--- config.mk ---
export PLATFORM = sky130hd
export DESIGN_NAME = fpa_back
export DESIGN_NICKNAME = d
export VERILOG_FILES = /design/src/sv/fixed_point_alu_assert.svh /design/src/sv/fpa_pkg.sv /design/src/sv/fpa_back.sv
export SDC_FILE = /design/constraint.sdc
export NUM_CORES = 1
export LEC_CHECK = 0
export ABC_AREA = 1
export BUFFER_PORTS_ARGS = -buffer_cell sky130_fd_sc_hd__buf_2
export CAP_MARGIN = 0
export CELL_PAD_IN_SITES_DETAIL_PLACEMENT = 0
export CELL_PAD_IN_SITES_GLOBAL_PLACEMENT = 1
export CORE_MARGIN = 4
export CORE_UTILIZATION = 30
export CTS_CLUSTER_SIZE = 20
export DETAILED_ROUTE_END_ITERATION = 7
export HOLD_SLACK_MARGIN = 0.08
export PLACE_DENSITY = 0.69
export REMOVE_ABC_BUFFERS = 1
export SLEW_MARGIN = 20
export SYNTH_ARGS = -nofsm -noshare
export SYNTH_HDL_FRONTEND = slang
export SYNTH_SLANG_ARGS = --single-unit
--- constraint.sdc ---
create_clock -name i_clk -period 6.7 [get_ports i_clk]
set_input_delay 0 -clock i_clk [delete_from_list [all_inputs] [get_ports i_clk]]
set_output_delay 0 -clock i_clk [all_outputs]
set_load 0.01 [all_outputs]
--- src/sv/fixed_point_alu_assert.svh ---
// ----------------------------------------------------------------------------
// fixed_point_alu_assert.svh
// assertion macros used by the fixed-point alu top level
// ----------------------------------------------------------------------------
`ifndef FIXED_POINT_ALU_ASSERT_SVH
`define FIXED_POINT_ALU_ASSERT_SVH

// plain property, checked on every clock edge outside reset
`define FPA_ASSERT(lbl, prop) \
    lbl: assert property (@(posedge i_clk) disable iff (!i_rst_n) (prop)) \
        else $error("fixed_point_alu assertion failed");

// same-cycle implication
`define FPA_ASSERT_IMPL(lbl, ante, cons) \
    lbl: assert property (@(posedge i_clk) disable iff (!i_rst_n) (ante) |-> (cons)) \
        else $error("fixed_point_alu implication failed");

`endif

--- src/sv/fpa_pkg.sv ---
// ----------------------------------------------------------------------------
// fpa_pkg
// types, constants and helpers of the signed fixed-point alu
// ----------------------------------------------------------------------------
package fpa_pkg;

    localparam int FRACTION_BITS = 8;
    localparam int DATA_W        = 32;
    localparam int CMD_W         = 4;
    localparam int NUM_W         = DATA_W + FRACTION_BITS;
    localparam int DIV_K         = 4;
    localparam int DIV_STAGES    = (NUM_W + DIV_K - 1) / DIV_K;
    localparam int NUM_PAD       = DIV_STAGES * DIV_K;
    localparam int REM_W         = DATA_W + 1;
    localparam int PROD_W        = 2 * DATA_W;
    localparam int PIPE_DEPTH    = DIV_STAGES + 3;

    typedef enum logic [CMD_W-1:0] {
        CMD_ADD      = 4'd0,
        CMD_SUB      = 4'd1,
        CMD_MUL      = 4'd2,
        CMD_DIV      = 4'd3,
        CMD_INC      = 4'd4,
        CMD_DEC      = 4'd5,
        CMD_MIN      = 4'd6,
        CMD_MAX      = 4'd7,
        CMD_COMPARE  = 4'd8,
        CMD_TO_INT   = 4'd9,
        CMD_FROM_INT = 4'd10
    } t_cmd;

    localparam logic [DATA_W-1:0] Q_MAX = {1'b0, {(DATA_W-1){1'b1}}};
    localparam logic [DATA_W-1:0] Q_MIN = {1'b1, {(DATA_W-1){1'b0}}};

    typedef struct packed {
        logic [CMD_W-1:0]         command;
        logic signed [DATA_W-1:0] operand_a;
        logic signed [DATA_W-1:0] operand_b;
    } t_in;

    typedef struct packed {
        logic signed [DATA_W-1:0] result_value;
        logic                     a_less;
        logic                     a_equal;
        logic                     a_greater;
        logic                     overflow_flag;
        logic                     divide_by_zero;
    } t_out;

    typedef struct packed {
        logic [CMD_W-1:0]  command;
        logic [DATA_W-1:0] simple_value;
        logic              simple_ovf;
        logic              divide_by_zero;
        logic              neg;
        logic              a_less;
        logic              a_equal;
        logic              a_greater;
        logic [PROD_W-1:0] product;
    } t_side;

    typedef struct packed {
        t_side             side;
        logic [DATA_W-1:0] mag_a;
        logic [DATA_W-1:0] mag_b;
    } t_front;

    typedef struct packed {
        logic [REM_W-1:0]   rem;
        logic [NUM_PAD-1:0] nq;
        logic [DATA_W-1:0]  divisor;
    } t_div;

    typedef struct packed {
        logic [DATA_W-1:0] value;
        logic              ovf;
    } t_sat;

    // saturate a sign-extended sum one bit wider than the data
    function automatic t_sat sat_narrow(input logic [DATA_W:0] x);
        t_sat s;
        s.ovf   = x[DATA_W] ^ x[DATA_W-1];
        s.value = s.ovf ? (x[DATA_W] ? Q_MIN : Q_MAX) : x[DATA_W-1:0];
        return s;
    endfunction

    // apply sign to a magnitude and saturate
    function automatic t_sat sat_mag(input logic [PROD_W:0] m, input logic neg);
        t_sat s;
        if (neg) begin
            s.ovf   = m > (PROD_W+1)'({1'b1, {(DATA_W-1){1'b0}}});
            s.value = s.ovf ? Q_MIN : (~m[DATA_W-1:0] + 1'b1);
        end else begin
            s.ovf   = m > (PROD_W+1)'(Q_MAX);
            s.value = s.ovf ? Q_MAX : m[DATA_W-1:0];
        end
        return s;
    endfunction

endpackage

--- src/sv/fpa_back.sv ---
// ----------------------------------------------------------------------------
// fpa_back
// last stage: product and quotient rounding, saturation, result select
// ----------------------------------------------------------------------------
module fpa_back (
    input  logic          i_clk,
    input  logic          i_en,
    input  fpa_pkg::t_div  i_div,
    input  fpa_pkg::t_side i_side,
    output fpa_pkg::t_out  o_out
);
    import fpa_pkg::*;

    logic [PROD_W:0] w_mul_mag;
    logic [PROD_W:0] w_div_mag;
    logic            w_round_up;
    t_sat            w_mul_sat;
    t_sat            w_div_sat;
    t_out            n_out;
    t_out            r_out;

    assign w_mul_mag  = ({1'b0, i_side.product} + (PROD_W+1)'(1 << (FRACTION_BITS - 1)))
                        >> FRACTION_BITS;
    assign w_round_up = {i_div.rem, 1'b0} >= {2'b00, i_div.divisor};
    assign w_div_mag  = (PROD_W+1)'(i_div.nq) + (PROD_W+1)'(w_round_up);
    assign w_mul_sat  = sat_mag(w_mul_mag, i_side.neg);
    assign w_div_sat  = sat_mag(w_div_mag, i_side.neg);

    always_comb begin
        n_out.a_less         = i_side.a_less;
        n_out.a_equal        = i_side.a_equal;
        n_out.a_greater      = i_side.a_greater;
        n_out.divide_by_zero = i_side.divide_by_zero;
        case (i_side.command)
            CMD_MUL: begin
                n_out.result_value  = w_mul_sat.value;
                n_out.overflow_flag = w_mul_sat.ovf;
            end
            CMD_DIV: begin
                n_out.result_value  = i_side.divide_by_zero ? '0 : w_div_sat.value;
                n_out.overflow_flag = !i_side.divide_by_zero && w_div_sat.ovf;
            end
            default: begin
                n_out.result_value  = i_side.simple_value;
                n_out.overflow_flag = i_side.simple_ovf;
            end
        endcase
    end

    always_ff @(posedge i_clk) begin
        if (i_en) begin
            r_out <= n_out;
        end
    end

    assign o_out = r_out;

endmodule

==> summary.md <==
| Metric | Value |
|---|---|
| Crit. End Element | flip-flop |
| Post-CTS setup buffers | 0 |
| Number of distinct library cells after synthesis | 40 |
| Relative slew slack | 32.6% |
| Max reg flops | 37 |
| Hold slack | 104 ps |
| Residual overflow from global routing | 0 |
| Crit path max-delay family | simple AND/OR/NAND/NOR gates |
| Final WS setup | 2140 ps |
| Cell taking the most area after synthesis | nand2_1 |
| Global-route wire length before repair | 65000 um |
| Reg power frac | 28.7% |
| M3 GR Usage | 3.07% |
| Port buffer count | 242 |
| Initial DRC Count | 935 |
| Fmax | 219 MHz |
| Drt wl/cell | 16.3 um |
| Hold Crit Class | input port to flip-flop |
| Net load switching power | 0.000421 W |
| Proportion of layout cells with a drive suffix above 1 | 15.5% |
| Max-cap violation count | 0 |
| Internal Power | 0.000579 W |
| Root buffer cell | clkbuf_16 |
| Most crowded layer after global routing | met2 |
| Clock sinks | 37 |
| Mean Syn Cell Area | 5.06 um2 |
| Worst-path clk slew | 60 ps |
| M2 GR Usage | 38.5% |
| Crit path max fanout | 21 |
| DRC Markers | 0 |
| Post-Place Worst Slack | 1800 ps |
| Io pins | 250 |
| Clock tree buffer depth | 2 |
| Ant diodes | 0 |
| Post-synthesis sequential area ratio | 11.5% |
| Post-route cell area | 11600 um2 |
| Post-CTS sizing | 0 |
| Slew Viols, Final | 0 |
| Num CTS Buffers | 5 |
| Maximum vdd drop | 0.0769 mV |
| Met1 usage | 31.7% |
| Switching part of the total | 42.1% |
| Critical Path Source Type | input port |
| Netlist Area Pre-Place | 9670 um2 |
| Rows | 65 |
| Post-synth EDFFs | 37 |
| Asr flop ratio synth | 0% |
| Final WL | 41800 um |
| Area growth syn-to-layout | 20.1% |
| Post-route clock period utilization | 68.1% |
| Post-DP HPWL | 35900 um |
| Antenna-violating nets left | 0 |
| Top post-synthesis cells by area | nand2_1, nor2_1, edfxtp_1 |
| Final min period | 4560 ps |
| Post-route setup TNS | 0 ps |
| Worst Path Required | 6850 ps |
| P per Cell Area | 86.1 nW/um2 |
| Mapped Cells | 1912 |
| Combinational Power Share | 46.8% |
| Placeable Area | 31700 um2 |
| First-pass detailed-route iteration total | 5 |
| RSZ-0062 raised after global routing | false |
| Initial antenna violation count | 0 |
| Final net count | 2409 |
| Placed Area | 11200 um2 |
| Die H | 188 um |
| Synthesis Warnings | 0 |
| Leakage | 5.79 nW |
| Gr usage total | 22.8% |
| Most used cell along the critical path | nand3_1 |
| Fill count | 3748 |
| Setup violators final | 0 |
| Max stage delay cell, worst path | a21oi_4 |
| Outcome | finished, final reports clean |
| Largest net degree at the start of global routing | 54 |
| Post-CTS Hold Fix Bufs | 25 |
| Reg area | 1110 um2 |
| Most common cell after layout, fill and taps aside | nand2_1 |
| Hold Fails Final Rpt | 0 |
| GP Congestion | 0.953 |
| H-Tree Depth | 2 |
| Most frequent cells in the layout | nand2_1, nor2_1, buf_2 |
| Initial Util | 30.5% |
| Via-per-instance ratio | 4.99 |
| Yosys top cell area share | 27.9% |
| Worst slew pin tran | 1010 ps |
| Die W | 188 um |
| CP peak stage delay | 580 ps |
| CP arrival | 4710 ps |
| Vias in the first global route | 11934 |
| Critical path class | input port to flip-flop |
| Clk pwr share | 24.4% |
| Ys flop type | edfxtp_1 |
| DR vias | 12771 |
| Die Area | 35200 um2 |
| Final core occ | 36.6% |
| CTS tree | yes |
| Post-synthesis register bit count | 37 |
| Footprint of the multi-input gates | 7490 um2 |
| Buf/Inv on CP | 3 |
-- area by class of cell --
type / instances / area share, %
clock buffers: 5 / 1.08
flip-flops and latches: 37 / 9.56
inverters: 235 / 7.59
multi-input cells: 1608 / 64.4
repair buffers: 271 / 12.9
clock inverters: 3 / 0.151
well taps: 402 / 4.33
-- cell usage after synthesis (3+ instances only) --
cell type    n
ha_1        38
nand4_1     46
o21ai_0     35
nor2_2      23
inv_2        3
nand3_2      9
nand2_2     27
nand3_1    217
and2_1       3
buf_4        4
nand3b_1     3
nor2_4       9
xnor2_1      8
nand2_1    720
clkbuf_1    17
inv_1      232
nand2_4      4
edfxtp_1    37
nor3_1      13
o21bai_1     9
buf_6        6
xor2_1      24
nor2_1     349
nor2_8       3
a21oi_1     54
-- kinds of logic after synthesis --
family          count (synthesis)  share of synthesized area, %
fa+ha+maj                      38                          4.92
simple gates                 1431                          63.5
buf+inv                       267                          11.1
compound gates                107                          6.09
xor+xnor                       32                          2.90
flops                          37                          11.5
-- path summary, 6_finish.rpt --
| kind | slack [ps] | startpoint | cells past startpoint | endpoint |
|---|---|---|---|---|
| setup / recovery | 2140 | i_div[25] | 26 | o_out[20] |
| hold / removal | 100 | i_side[76] | 5 | o_out[11] |
-- per-layer routing --
layer	up-vias	wire length, um
met3	38	2710
met2	418	18900
li1	6542	-
met4	0	649
met1	5773	19600
met5	-	0
-- worst min-delay path: cells and delay by family --
family	cells	cell delay (ps)
and+or+nand+nor	3	170
buffers and inverters	2	130
-- power groups by stage --
stage                     registers (W)  logic, W  clock network [W]
after floorplan                0.000301  0.000235                  0
after detailed placement       0.000292  0.000455                  0
after global routing           0.000289  0.000527           0.000262
after CTS                      0.000287  0.000468           0.000253
final                          0.000287  0.000469           0.000244
after global placement         0.000292  0.000453                  0
-- metrics by stage --
stage | total power (W) | cells
floorplan | 0.000536 | 1880
global placement | 0.000745 | 2528
detailed placement | 0.000747 | 2528
CTS | 0.00101 | 2561
global route | 0.00108 | 2561
finish | 0.00100 | 2561
Note: power is estimated with default switching activity, not from simulation.
