### config.mk
export PLATFORM = sky130hd
export DESIGN_NAME = fpa_div_stage
export DESIGN_NICKNAME = d
export VERILOG_FILES = /design/src/sv/fixed_point_alu_assert.svh /design/src/sv/fpa_pkg.sv /design/src/sv/fpa_div_stage.sv
export SDC_FILE = /design/constraint.sdc
export NUM_CORES = 1
export LEC_CHECK = 0
export ABC_AREA = 0
export BUFFER_PORTS_ARGS = -buffer_cell sky130_fd_sc_hd__buf_2
export CAP_MARGIN = 20
export CORE_AREA = 2 2 140 245
export CTS_BUF_LIST = sky130_fd_sc_hd__clkbuf_8 sky130_fd_sc_hd__clkbuf_16
export DETAILED_ROUTE_END_ITERATION = 7
export DIE_AREA = 0 0 142 247
export PLACE_DENSITY = 0.68
export SLEW_MARGIN = 20
export SYNTH_ARGS = -nofsm -noshare
export SYNTH_HDL_FRONTEND = slang
export SYNTH_SLANG_ARGS = --single-unit
### constraint.sdc
create_clock -name i_clk -period 17.7 [get_ports i_clk]
set_input_delay 0 -clock i_clk [delete_from_list [all_inputs] [get_ports i_clk]]
set_output_delay 0 -clock i_clk [all_outputs]
set_load 0.02 [all_outputs]
### src/sv/fixed_point_alu_assert.svh
// ----------------------------------------------------------------------------
// fixed_point_alu_assert.svh
// assertion macros used by the fixed-point alu top level
// ----------------------------------------------------------------------------
`ifndef FIXED_POINT_ALU_ASSERT_SVH
`define FIXED_POINT_ALU_ASSERT_SVH

// plain property, checked on every clock edge outside reset
`define FPA_ASSERT(lbl, prop) \
    lbl: assert property (@(posedge i_clk) disable iff (!i_rst_n) (prop)) \
        else $error("fixed_point_alu assertion failed");

// same-cycle implication
`define FPA_ASSERT_IMPL(lbl, ante, cons) \
    lbl: assert property (@(posedge i_clk) disable iff (!i_rst_n) (ante) |-> (cons)) \
        else $error("fixed_point_alu implication failed");

`endif

### src/sv/fpa_pkg.sv
// ----------------------------------------------------------------------------
// fpa_pkg
// types, constants and helpers of the signed fixed-point alu
// ----------------------------------------------------------------------------
package fpa_pkg;

    localparam int FRACTION_BITS = 8;
    localparam int DATA_W        = 32;
    localparam int CMD_W         = 4;
    localparam int NUM_W         = DATA_W + FRACTION_BITS;
    localparam int DIV_K         = 4;
    localparam int DIV_STAGES    = (NUM_W + DIV_K - 1) / DIV_K;
    localparam int NUM_PAD       = DIV_STAGES * DIV_K;
    localparam int REM_W         = DATA_W + 1;
    localparam int PROD_W        = 2 * DATA_W;
    localparam int PIPE_DEPTH    = DIV_STAGES + 3;

    typedef enum logic [CMD_W-1:0] {
        CMD_ADD      = 4'd0,
        CMD_SUB      = 4'd1,
        CMD_MUL      = 4'd2,
        CMD_DIV      = 4'd3,
        CMD_INC      = 4'd4,
        CMD_DEC      = 4'd5,
        CMD_MIN      = 4'd6,
        CMD_MAX      = 4'd7,
        CMD_COMPARE  = 4'd8,
        CMD_TO_INT   = 4'd9,
        CMD_FROM_INT = 4'd10
    } t_cmd;

    localparam logic [DATA_W-1:0] Q_MAX = {1'b0, {(DATA_W-1){1'b1}}};
    localparam logic [DATA_W-1:0] Q_MIN = {1'b1, {(DATA_W-1){1'b0}}};

    typedef struct packed {
        logic [CMD_W-1:0]         command;
        logic signed [DATA_W-1:0] operand_a;
        logic signed [DATA_W-1:0] operand_b;
    } t_in;

    typedef struct packed {
        logic signed [DATA_W-1:0] result_value;
        logic                     a_less;
        logic                     a_equal;
        logic                     a_greater;
        logic                     overflow_flag;
        logic                     divide_by_zero;
    } t_out;

    typedef struct packed {
        logic [CMD_W-1:0]  command;
        logic [DATA_W-1:0] simple_value;
        logic              simple_ovf;
        logic              divide_by_zero;
        logic              neg;
        logic              a_less;
        logic              a_equal;
        logic              a_greater;
        logic [PROD_W-1:0] product;
    } t_side;

    typedef struct packed {
        t_side             side;
        logic [DATA_W-1:0] mag_a;
        logic [DATA_W-1:0] mag_b;
    } t_front;

    typedef struct packed {
        logic [REM_W-1:0]   rem;
        logic [NUM_PAD-1:0] nq;
        logic [DATA_W-1:0]  divisor;
    } t_div;

    typedef struct packed {
        logic [DATA_W-1:0] value;
        logic              ovf;
    } t_sat;

    // saturate a sign-extended sum one bit wider than the data
    function automatic t_sat sat_narrow(input logic [DATA_W:0] x);
        t_sat s;
        s.ovf   = x[DATA_W] ^ x[DATA_W-1];
        s.value = s.ovf ? (x[DATA_W] ? Q_MIN : Q_MAX) : x[DATA_W-1:0];
        return s;
    endfunction

    // apply sign to a magnitude and saturate
    function automatic t_sat sat_mag(input logic [PROD_W:0] m, input logic neg);
        t_sat s;
        if (neg) begin
            s.ovf   = m > (PROD_W+1)'({1'b1, {(DATA_W-1){1'b0}}});
            s.value = s.ovf ? Q_MIN : (~m[DATA_W-1:0] + 1'b1);
        end else begin
            s.ovf   = m > (PROD_W+1)'(Q_MAX);
            s.value = s.ovf ? Q_MAX : m[DATA_W-1:0];
        end
        return s;
    endfunction

endpackage

### src/sv/fpa_div_stage.sv
// ----------------------------------------------------------------------------
// fpa_div_stage
// one register stage of the restoring divider, several quotient bits each
// ----------------------------------------------------------------------------
module fpa_div_stage (
    input  logic          i_clk,
    input  logic          i_en,
    input  fpa_pkg::t_div  i_div,
    input  fpa_pkg::t_side i_side,
    output fpa_pkg::t_div  o_div,
    output fpa_pkg::t_side o_side
);
    import fpa_pkg::*;

    logic [REM_W-1:0] w_trial;
    t_div             n_div;
    t_div             r_div;
    t_side            r_side;

    always_comb begin
        n_div   = i_div;
        w_trial = '0;
        for (int k = 0; k < DIV_K; k++) begin
            w_trial  = {n_div.rem[REM_W-2:0], n_div.nq[NUM_PAD-1]};
            n_div.nq = {n_div.nq[NUM_PAD-2:0], 1'b0};
            if (w_trial >= {1'b0, n_div.divisor}) begin
                n_div.rem   = w_trial - {1'b0, n_div.divisor};
                n_div.nq[0] = 1'b1;
            end else begin
                n_div.rem = w_trial;
            end
        end
    end

    always_ff @(posedge i_clk) begin
        if (i_en) begin
            r_div  <= n_div;
            r_side <= i_side;
        end
    end

    assign o_div  = r_div;
    assign o_side = r_side;

endmodule

==> results of run 1 <==
cell families (layout without fill, tap and decap cells):
group,after synthesis,count (layout)
XOR/XNOR,105,105
AND/OR/NAND/NOR,322,322
other,0,4
AO/OA/AOI/OAI,388,388
buffers and inverters,103,715
adder cells (fa/ha/maj),132,132
multiplexers,105,105
flip-flops,211,211
metal layers:
layer / global-route usage (%) / vias to the layer above
li1: - / 6394
met1: 29.10 / 6310
met2: 53.24 / 538
met3: 4.163 / 170
met4: 20.32 / 2
met5: 0 / -
area by class of cell:
cell class / count / area share (%)
multi-input combinational: 1052 / 40.59
sequential: 211 / 32.22
timing repair buffer: 601 / 19.84
tap: 409 / 2.602
clock buffer: 20 / 2.545
inverter: 78 / 1.489
clock inverter: 16 / 0.6553
antenna: 4 / 0.05090
power by group through the flow:
stage	combinational [mW]	sequential (mW)	clock, mW
6_report	2.75	0.747	0.423
5_1_grt	3.00	0.754	0.452
4_1_cts	2.74	0.746	0.435
3_5_place_dp	2.69	0.755	0
3_3_place_gp	2.65	0.756	0
2_1_floorplan	2.00	0.854	0
cell usage in the layout (no fill, tap or decap), drive strengths merged, types with 5 or more instances in the layout:
cell type	n
a211oi	16
a21boi	7
a21o	50
a21oi	114
a31o	5
a31oi	11
and2	7
and3	17
buf	425
clkbuf	21
clkinv	9
dlygate4sd3	175
edfxtp	211
ha	128
inv	82
mux2	95
mux2i	10
nand2	80
nand2b	15
nand3	34
nand4	18
nor2	79
nor2b	16
nor3	31
o211ai	7
o21a	31
o21ai	76
o21bai	14
o31ai	6
or2	5
xnor2	69
xor2	36
worst min path at each step:
| stage | to | slack [ns] | depth (start not counted) |
|---|---|---|---|
| floorplan | o_div[0] | 0.1 | 0 |
| global placement | o_side[17] | 0.18 | 1 |
| detailed placement | o_side[55] | 0.18 | 1 |
| CTS | o_div[63] | 0.12 | 1 |
| global route | o_side[12] | 0.14 | 1 |
| finish | o_side[20] | 0.12 | 1 |
registers in the layout, summed over array words and instances, names as in the netlist:
signal / flops
o_side: 106
o_div: 105
metrics by stage:
step           setup WS (ns)  hold WS [ns]  power (mW)  instance area (um^2)  utilization, %
3_5_place_dp           3.856        0.1783       3.443                 17270           51.88
4_1_cts                3.767        0.1190       3.923                 19660           59.03
3_3_place_gp           3.973        0.1771       3.410                 17270           51.88
5_1_grt                2.602        0.1405       4.201                 19670           59.06
6_report               3.570        0.1167       3.921                 19670           59.06
2_1_floorplan          7.063       0.09887       2.851                 14750               -
==> impl_metrics.toml, run 1 <==
[timing]
slew_violations = 0
hold_violations = 0
fin_crit_ns = 14.13
worst_pin_slew_ns = 0.9820
slew_headroom_pct = 34.54
max_freq_ghz = 0.07077
rsz0062_at_grt = "false"
setup_violations = 0
fin_crit_sh_pct = 79.83
setup_tns_ns = 0

[layout]
finalNonFillerCells = 2391
area_growth_pct = 33.29
multi_input_area_um2 = 7983
fin_nets = 2309
n_fill_cell = 2774
drive_gt1_share_pct = 29.22
seq_area_um2 = 6336

[global_routing]
antenna_found_initial = 6
grt_max_degree = 79
overflow = 0
grt_pass1_vias = 13460
grt_usage_pct = 28.75
grt_pass1_wl_mm = 75.55

[synth]
synth_top_flop_cell = "edfxtp_1"
synth-seq-cells = 211
synth_top_family_by_area = "compound AO/OA/AOI/OAI gates"
yosys.area_share.simple_pct = 10.81
ys_async_sr_fraction_pct = 0
synth_top_area_share_pct = 42.94
syn_area_per_cell_um2 = 10.80
muxShareOfSynthArea_pct = 8.209
syn_area_um2 = 14750
synthXorXnorAreaFrac_pct = 6.233
ys_types = 89
synth_commonest_cells = "edfxtp_1 (211), ha_1 (128), a21oi_1 (113)"
yosysMostFrequentCell = "edfxtp_1"
synth-edff-count = 211
synthCells = 1366
synth_warnings = 0
synth.area.top_cells = "edfxtp_1 (43%), ha_1 (11%), mux2_2 (6.2%)"
yosysTopAreaCell = "edfxtp_1"
synth_compound_area_share_pct = 17.45
ys_seq_area_share_pct = 42.94
synth_nets = 1711
synthAdderAreaFrac_pct = 11.40

[min_path]
hold_class = "primary input to register"
min-delay-start = "i_en"

[cts]
cts_max_level = 1
cts_setup_buffers = 0
cts_tree = "yes"
cts_buffers = 20
clock-sinks = 211
ctsRootBufferMaster = "clkbuf_16"
ctsResizeCount = 0
path_clk_slew_ns = 0.06
ctsHoldBuffers = 175
cts.path.max_buffers = 3

[power_and_ir_drop]
combinationalPowerShare_pct = 70.2
p_switching_mw = 1.713
vdd_drop_max_v = 0.0001712
seq_power_share_pct = 19.1
sw_frac_of_total_pct = 43.69
powerDensity_nw_per_um2 = 199.4
p_int_mw = 2.208
power_leakage_nw = 8.652
pwr-share-clk_pct = 10.8

[setup_path]
cpPeakStageDelay_ns = 0.56
startpoint = "i_div[20]"
arrival_ns = 14.39
start_kind = "primary input"
critPathKind = "primary input to register"
slowest_stage = "inv_2"
crit_cells = 49
end_kind = "register"
crit_buf_inv = 9
required_ns = 17.96
path_delay_family = "compound AO/OA/AOI/OAI gates"
cp_max_fo = 36
crit_end = "o_div[99]"

[route]
viasPerCell = 5.610
dr.max_layer_used = "met5"
met2_length_mm = 27.30
post_drt_wl_per_cell_um = 22.03
drc_errors = 0
dr_wl_met3_mm = 2.999
first_pass_iters = 5
drt_wl_total_mm = 52.68
drt_iter0_drc = 720
wl_met1_mm = 18.18
num_vias = 13410
antenna_left = 0

[floorplanning]
die_h_um = 247
initial_core_util_pct = 44.31
core_area_um2 = 33300
rows = 89
io_pins = 424
die_w_um = 142
dieArea_um2 = 35070

[placed_design]
hpwl_mm = 40.61
io_buffers = 422
dp.cells = 2176
gp_congestion = 0.9661

[flow_run]
cap_violations = 0

[run_status]
status = "completed"
Power figures use the tool's default switching activity.
==> run 2: changes to the inputs <==
==> constraint.sdc (replaced) <==
create_clock -name i_clk -period 13.1 [get_ports i_clk]
set_input_delay 0 -clock i_clk [delete_from_list [all_inputs] [get_ports i_clk]]
set_output_delay 0 -clock i_clk [all_outputs]
set_load 0.02 [all_outputs]
==> run 2 against run 1 <==
Effect of this change: power rose by 51%; via count rose by 3.1%; combinational power rose by 57%; critical path depth rose by 3; sequential cell count did not move; first-iteration DRC count rose by 9.7%; sequential power rose by 35%; design area rose by 3.8%; sequential share of layout area fell by 1.2 points; setup slack got worse by 2.5 ns; count of clock-buffer cells in the layout did not move; largest cell class unchanged; largest power group unchanged.
==> impl_metrics.toml, run 2 (same netlist as run 1, synthesis figures left out) <==
[route]
drc_errors = 0
post_drt_wl_per_cell_um = 21.54
first_pass_iters = 5
drt_wl_total_mm = 53.48
dr_wl_met3_mm = 2.950
num_vias = 13830
drt_iter0_drc = 790
met2_length_mm = 27.64
wl_met1_mm = 18.33
viasPerCell = 5.569
dr.max_layer_used = "met5"
antenna_left = 0

[timing]
fin_crit_sh_pct = 92.15
rsz0062_at_grt = "false"
slew_violations = 0
setup_tns_ns = 0
setup_violations = 0
fin_crit_ns = 12.07
hold_violations = 0
slew_headroom_pct = 32.46
worst_pin_slew_ns = 1.013
fin_worst_hold_slack_ns = 0.04400
max_freq_ghz = 0.08284

[min_path]
hold_class = "primary input to register"
worstHoldEndpoint = "o_div[53]"
min-delay-start = "i_en"
holdPathStages = 1

[setup_path]
arrival_ns = 12.35
cp_max_fo = 25
cpPeakStageDelay_ns = 0.55
end_kind = "register"
critPathKind = "primary input to register"
start_kind = "primary input"
required_ns = 13.37
slowest_stage = "dlygate4sd3_1"
cpMostUsedCell = "a21oi_1"

[global_routing]
antenna_found_initial = 2
grt_usage_pct = 29.35
grt_pass1_vias = 14020
overflow = 0
grt_max_degree = 81
grt_pass1_wl_mm = 77.47

[cts]
ctsResizeCount = 0
cts.path.max_buffers = 3
cts_max_level = 1
cts_buffers = 20
ctsHoldBuffers = 175
ctsRootBufferMaster = "clkbuf_16"
cts_setup_buffers = 0
clock-sinks = 211
cts_tree = "yes"
path_clk_slew_ns = 0.07

[layout]
largest_register_ffs = 106
drive_gt1_share_pct = 32.32
fin_nets = 2402
layout_common_cells = "buf_2 (421), edfxtp_1 (211), dlygate4sd3_1 (175)"
area_growth_pct = 38.30
layout_commonest_cell = "buf_2"
fin_area_um2 = 20400

[power_and_ir_drop]
powerDensity_nw_per_um2 = 289.4
power_leakage_nw = 9.135
power_mw = 5.906
vdd_drop_max_v = 0.0002596

[floorplanning]
io_pins = 424
die_h_um = 247
die_w_um = 142
initial_core_util_pct = 44.31
dieArea_um2 = 35070
rows = 89
core_area_um2 = 33300

[placed_design]
gp_congestion = 1.008
placed_cell_area_um2 = 18000
hpwl_mm = 41.69
io_buffers = 422

[run_status]
status = "completed"

[flow_run]
cap_violations = 0
[run 2: changes by cell type in the layout (fill, tap and decap cells not counted), sizes merged]
cell | previous run | this run
clkinv | 9 | 7
bufinv | 1 | 2
clkinvlp | 2 | 0
inv | 82 | 84
buf | 425 | 518
[run 2: through the flow]
| step | cells | utilization (%) | setup WS [ns] |
|---|---|---|---|
| after global routing | 2481 | 61.27 | 0.3163 |
| final | 2483 | 61.28 | 1.029 |
| after CTS | 2479 | 61.25 | 1.221 |
| after detailed placement | 2269 | 54.05 | 1.251 |
| after floorplan | 1366 | - | 2.463 |
| after global placement | 2269 | 54.05 | 1.312 |
[run 2: area by class of cell]
type                       instances  area (um^2)
antenna                            4        10.01
clock buffer                      20        500.5
clock inverter                    15        145.1
fill                            2723        12890
inverter                          78        292.8
multi-input combinational       1052         7983
sequential                       211         6336
tap                              409        511.7
timing repair buffer             694         4626
[run 2: how the worst max path moves through the flow]
| stage | start | end | slack [ns] | cells past startpoint |
|---|---|---|---|---|
| 4_1_cts | i_div[11] | o_div[81] | 1.22 | 52 |
| 6_report | i_div[14] | o_div[90] | 1.03 | 52 |
| 3_5_place_dp | i_div[20] | o_div[89] | 1.25 | 50 |
| 5_1_grt | i_div[20] | o_div[89] | 0.32 | 51 |
| 2_1_floorplan | i_div[12] | o_div[83] | 2.46 | 54 |
| 3_3_place_gp | i_div[20] | o_div[81] | 1.31 | 50 |
[run 2: worst max-delay path: cells and delay by family]
| kind | cells | cell delay (ns) |
|---|---|---|
| and+or+nand+nor | 12 | 2.43 |
| buffers and inverters | 9 | 2.00 |
| muxes | 2 | 0.68 |
| AOI/OAI and AO/OA | 25 | 5.78 |
| adders and majority gates | 4 | 1.44 |
[run 2: report_power, final]
part	internal, mW	total, mW	switching [mW]
combinational	2.17	4.31	2.14
clock	0.323	0.582	0.259
sequential	0.977	1.01	0.0371
total	3.47	5.91	2.44
[run 2: per-layer routing]
metal,vias to the layer above,track usage (%)
met4,2,22.18
li1,6557,-
met3,190,3.602
met5,-,0
met2,622,54.09
met1,6458,29.75
==> run 3: changes to the inputs <==
--- a/config.mk
+++ b/config.mk
@@ -6,13 +6,12 @@
 export NUM_CORES = 1
 export LEC_CHECK = 0
 export ABC_AREA = 0
-export BUFFER_PORTS_ARGS = -buffer_cell sky130_fd_sc_hd__buf_2
 export CAP_MARGIN = 20
 export CORE_AREA = 2 2 140 245
 export CTS_BUF_LIST = sky130_fd_sc_hd__clkbuf_8 sky130_fd_sc_hd__clkbuf_16
 export DETAILED_ROUTE_END_ITERATION = 7
 export DIE_AREA = 0 0 142 247
-export PLACE_DENSITY = 0.68
+export DONT_BUFFER_PORTS = 1
 export SLEW_MARGIN = 20
 export SYNTH_ARGS = -nofsm -noshare
 export SYNTH_HDL_FRONTEND = slang
==> run 3 against run 2 <==
Effect of this change: sequential share of layout area increased by 3.4 points; count of clock-buffer cells in the layout unchanged; critical path type unchanged; highest routed layer is now met4; power decreased by 0.70%; global-route usage decreased by 2.2 points; first-iteration DRC count decreased by 29%; setup slack improved by 0.77 ns; largest cell class unchanged; sequential cell count unchanged; non-clock buffer count decreased by 421; core utilization decreased by 6.1 points.
==> impl_metrics.toml, run 3 (same netlist as run 1, synthesis figures left out) <==
[floorplanning]
die_w_um = 142
die_h_um = 247
initial_core_util_pct = 44.31
rows = 89
dieArea_um2 = 35070
core_area_um2 = 33300
io_pins = 424

[setup_path]
cpPeakStageDelay_ns = 0.78
end_kind = "register"
cp_max_fo = 19
arrival_ns = 11.58
slowest_stage = "o41ai_1"
start_kind = "primary input"
critPathKind = "primary input to register"
required_ns = 13.38

[route]
drc_errors = 0
num_vias = 12130
first_pass_iters = 5
viasPerCell = 5.893
post_drt_wl_per_cell_um = 24.10
drt_iter0_drc = 557
drt_wl_total_mm = 49.63
antenna_left = 0

[power_and_ir_drop]
powerDensity_nw_per_um2 = 319.3
p_switching_mw = 2.444
sw_frac_of_total_pct = 41.68
power_leakage_nw = 7.493
vdd_drop_max_v = 0.0002170
power_mw = 5.864
p_int_mw = 3.420
combinationalPowerShare_pct = 69.4
pwr-share-clk_pct = 10.5
seq_power_share_pct = 20.1

[layout]
layout_commonest_cell = "edfxtp_1"
fin_nets = 1981
drive_gt1_share_pct = 15.33
n_fill_cell = 2875
area_growth_pct = 24.47
diodes = 0
layout_common_cells = "edfxtp_1 (211), dlygate4sd3_1 (175), ha_1 (128)"
finalNonFillerCells = 2059
largest_register_ffs = 106

[cts]
ctsResizeCount = 0
clock-sinks = 211
cts_tree = "yes"
cts_buffers = 20
cts.path.max_buffers = 3
cts_max_level = 1
cts_setup_buffers = 0
ctsRootBufferMaster = "clkbuf_16"
path_clk_slew_ns = 0.07
ctsHoldBuffers = 176

[timing]
fin_crit_ns = 11.30
fin_crit_sh_pct = 86.27
max_freq_ghz = 0.08848
worst_pin_slew_ns = 1.195
setup_violations = 0
rsz0062_at_grt = "false"
hold_violations = 0
slew_headroom_pct = 20.35
setup_tns_ns = 0
fin_worst_hold_slack_ns = 0.01269
slew_violations = 0

[global_routing]
overflow = 0
grt_usage_pct = 27.17
grt_pass1_wl_mm = 70.83
grt_pass1_vias = 12360
grt_max_degree = 212
antenna_found_initial = 0

[placed_design]
hpwl_mm = 38.97
io_buffers = 0
dp.cells = 1847
gp_congestion = 0.9677

[run_status]
status = "completed"

[flow_run]
cap_violations = 0

[min_path]
hold_class = "primary input to register"
==> run 3: cell count changes in the layout (fill, tap and decap cells not counted), sizes merged <==
cell / delta
clkinvlp: +4
clkinv: -3
inv: -1
buf: -420
clkbuf: -1
bufinv: +1
diode: -4
==> run 3: final timing paths <==
path,cells past startpoint,endpoint,from,slack [ns]
setup / recovery,44,o_div[90],i_div[20],1.80
hold / removal,1,o_div[103],i_en,0.01
==> run 3: worst max-delay path: cells and delay by family <==
kind                     cells  cell delay (ns)
adder cells (fa/ha/maj)      4             1.51
multiplexers                 3             1.10
AND/OR/NAND/NOR             13             2.90
AO/OA/AOI/OAI               17             4.75
buffers and inverters        7             1.24
==> run 3: cell type report <==
cell class | count | area (um^2) | area share [%]
repair buffers | 273 | 2545 | 13.86
multi-input cells | 1052 | 7983 | 43.47
clock inverters | 16 | 196.4 | 1.070
inverters | 78 | 292.8 | 1.594
well taps | 409 | 511.7 | 2.786
flip-flops and latches | 211 | 6336 | 34.50
clock buffers | 20 | 500.5 | 2.725
==> run 3: power by group through the flow <==
stage / sequential [mW] / combinational (mW) / clock (mW)
2_1_floorplan: 1.15 / 2.70 / 0
3_3_place_gp: 1.20 / 3.94 / 0
3_5_place_dp: 1.19 / 3.99 / 0
4_1_cts: 1.18 / 4.08 / 0.628
5_1_grt: 1.18 / 4.44 / 0.652
6_report: 1.18 / 4.07 / 0.619
==> run 3: routing by layer <==
layer | global-route usage [%] | up-vias | share of wire (%)
met3 | 5.751 | 173 | 6.5
met4 | 21.00 | 0 | 8.8
met5 | 0 | - | 0
met2 | 52.15 | 511 | 54
li1 | - | 5733 | -
met1 | 24.00 | 5717 | 31
==> run 3: per-stage QoR <==
stage          setup WS, ns  instance area (um^2)  util (%)
3_5_place_dp          1.433                 15890     47.72
5_1_grt               1.158                 18370     55.16
4_1_cts               1.947                 18370     55.16
6_report              1.798                 18370     55.16
2_1_floorplan         2.463                 14750         -
3_3_place_gp          1.520                 15890     47.72
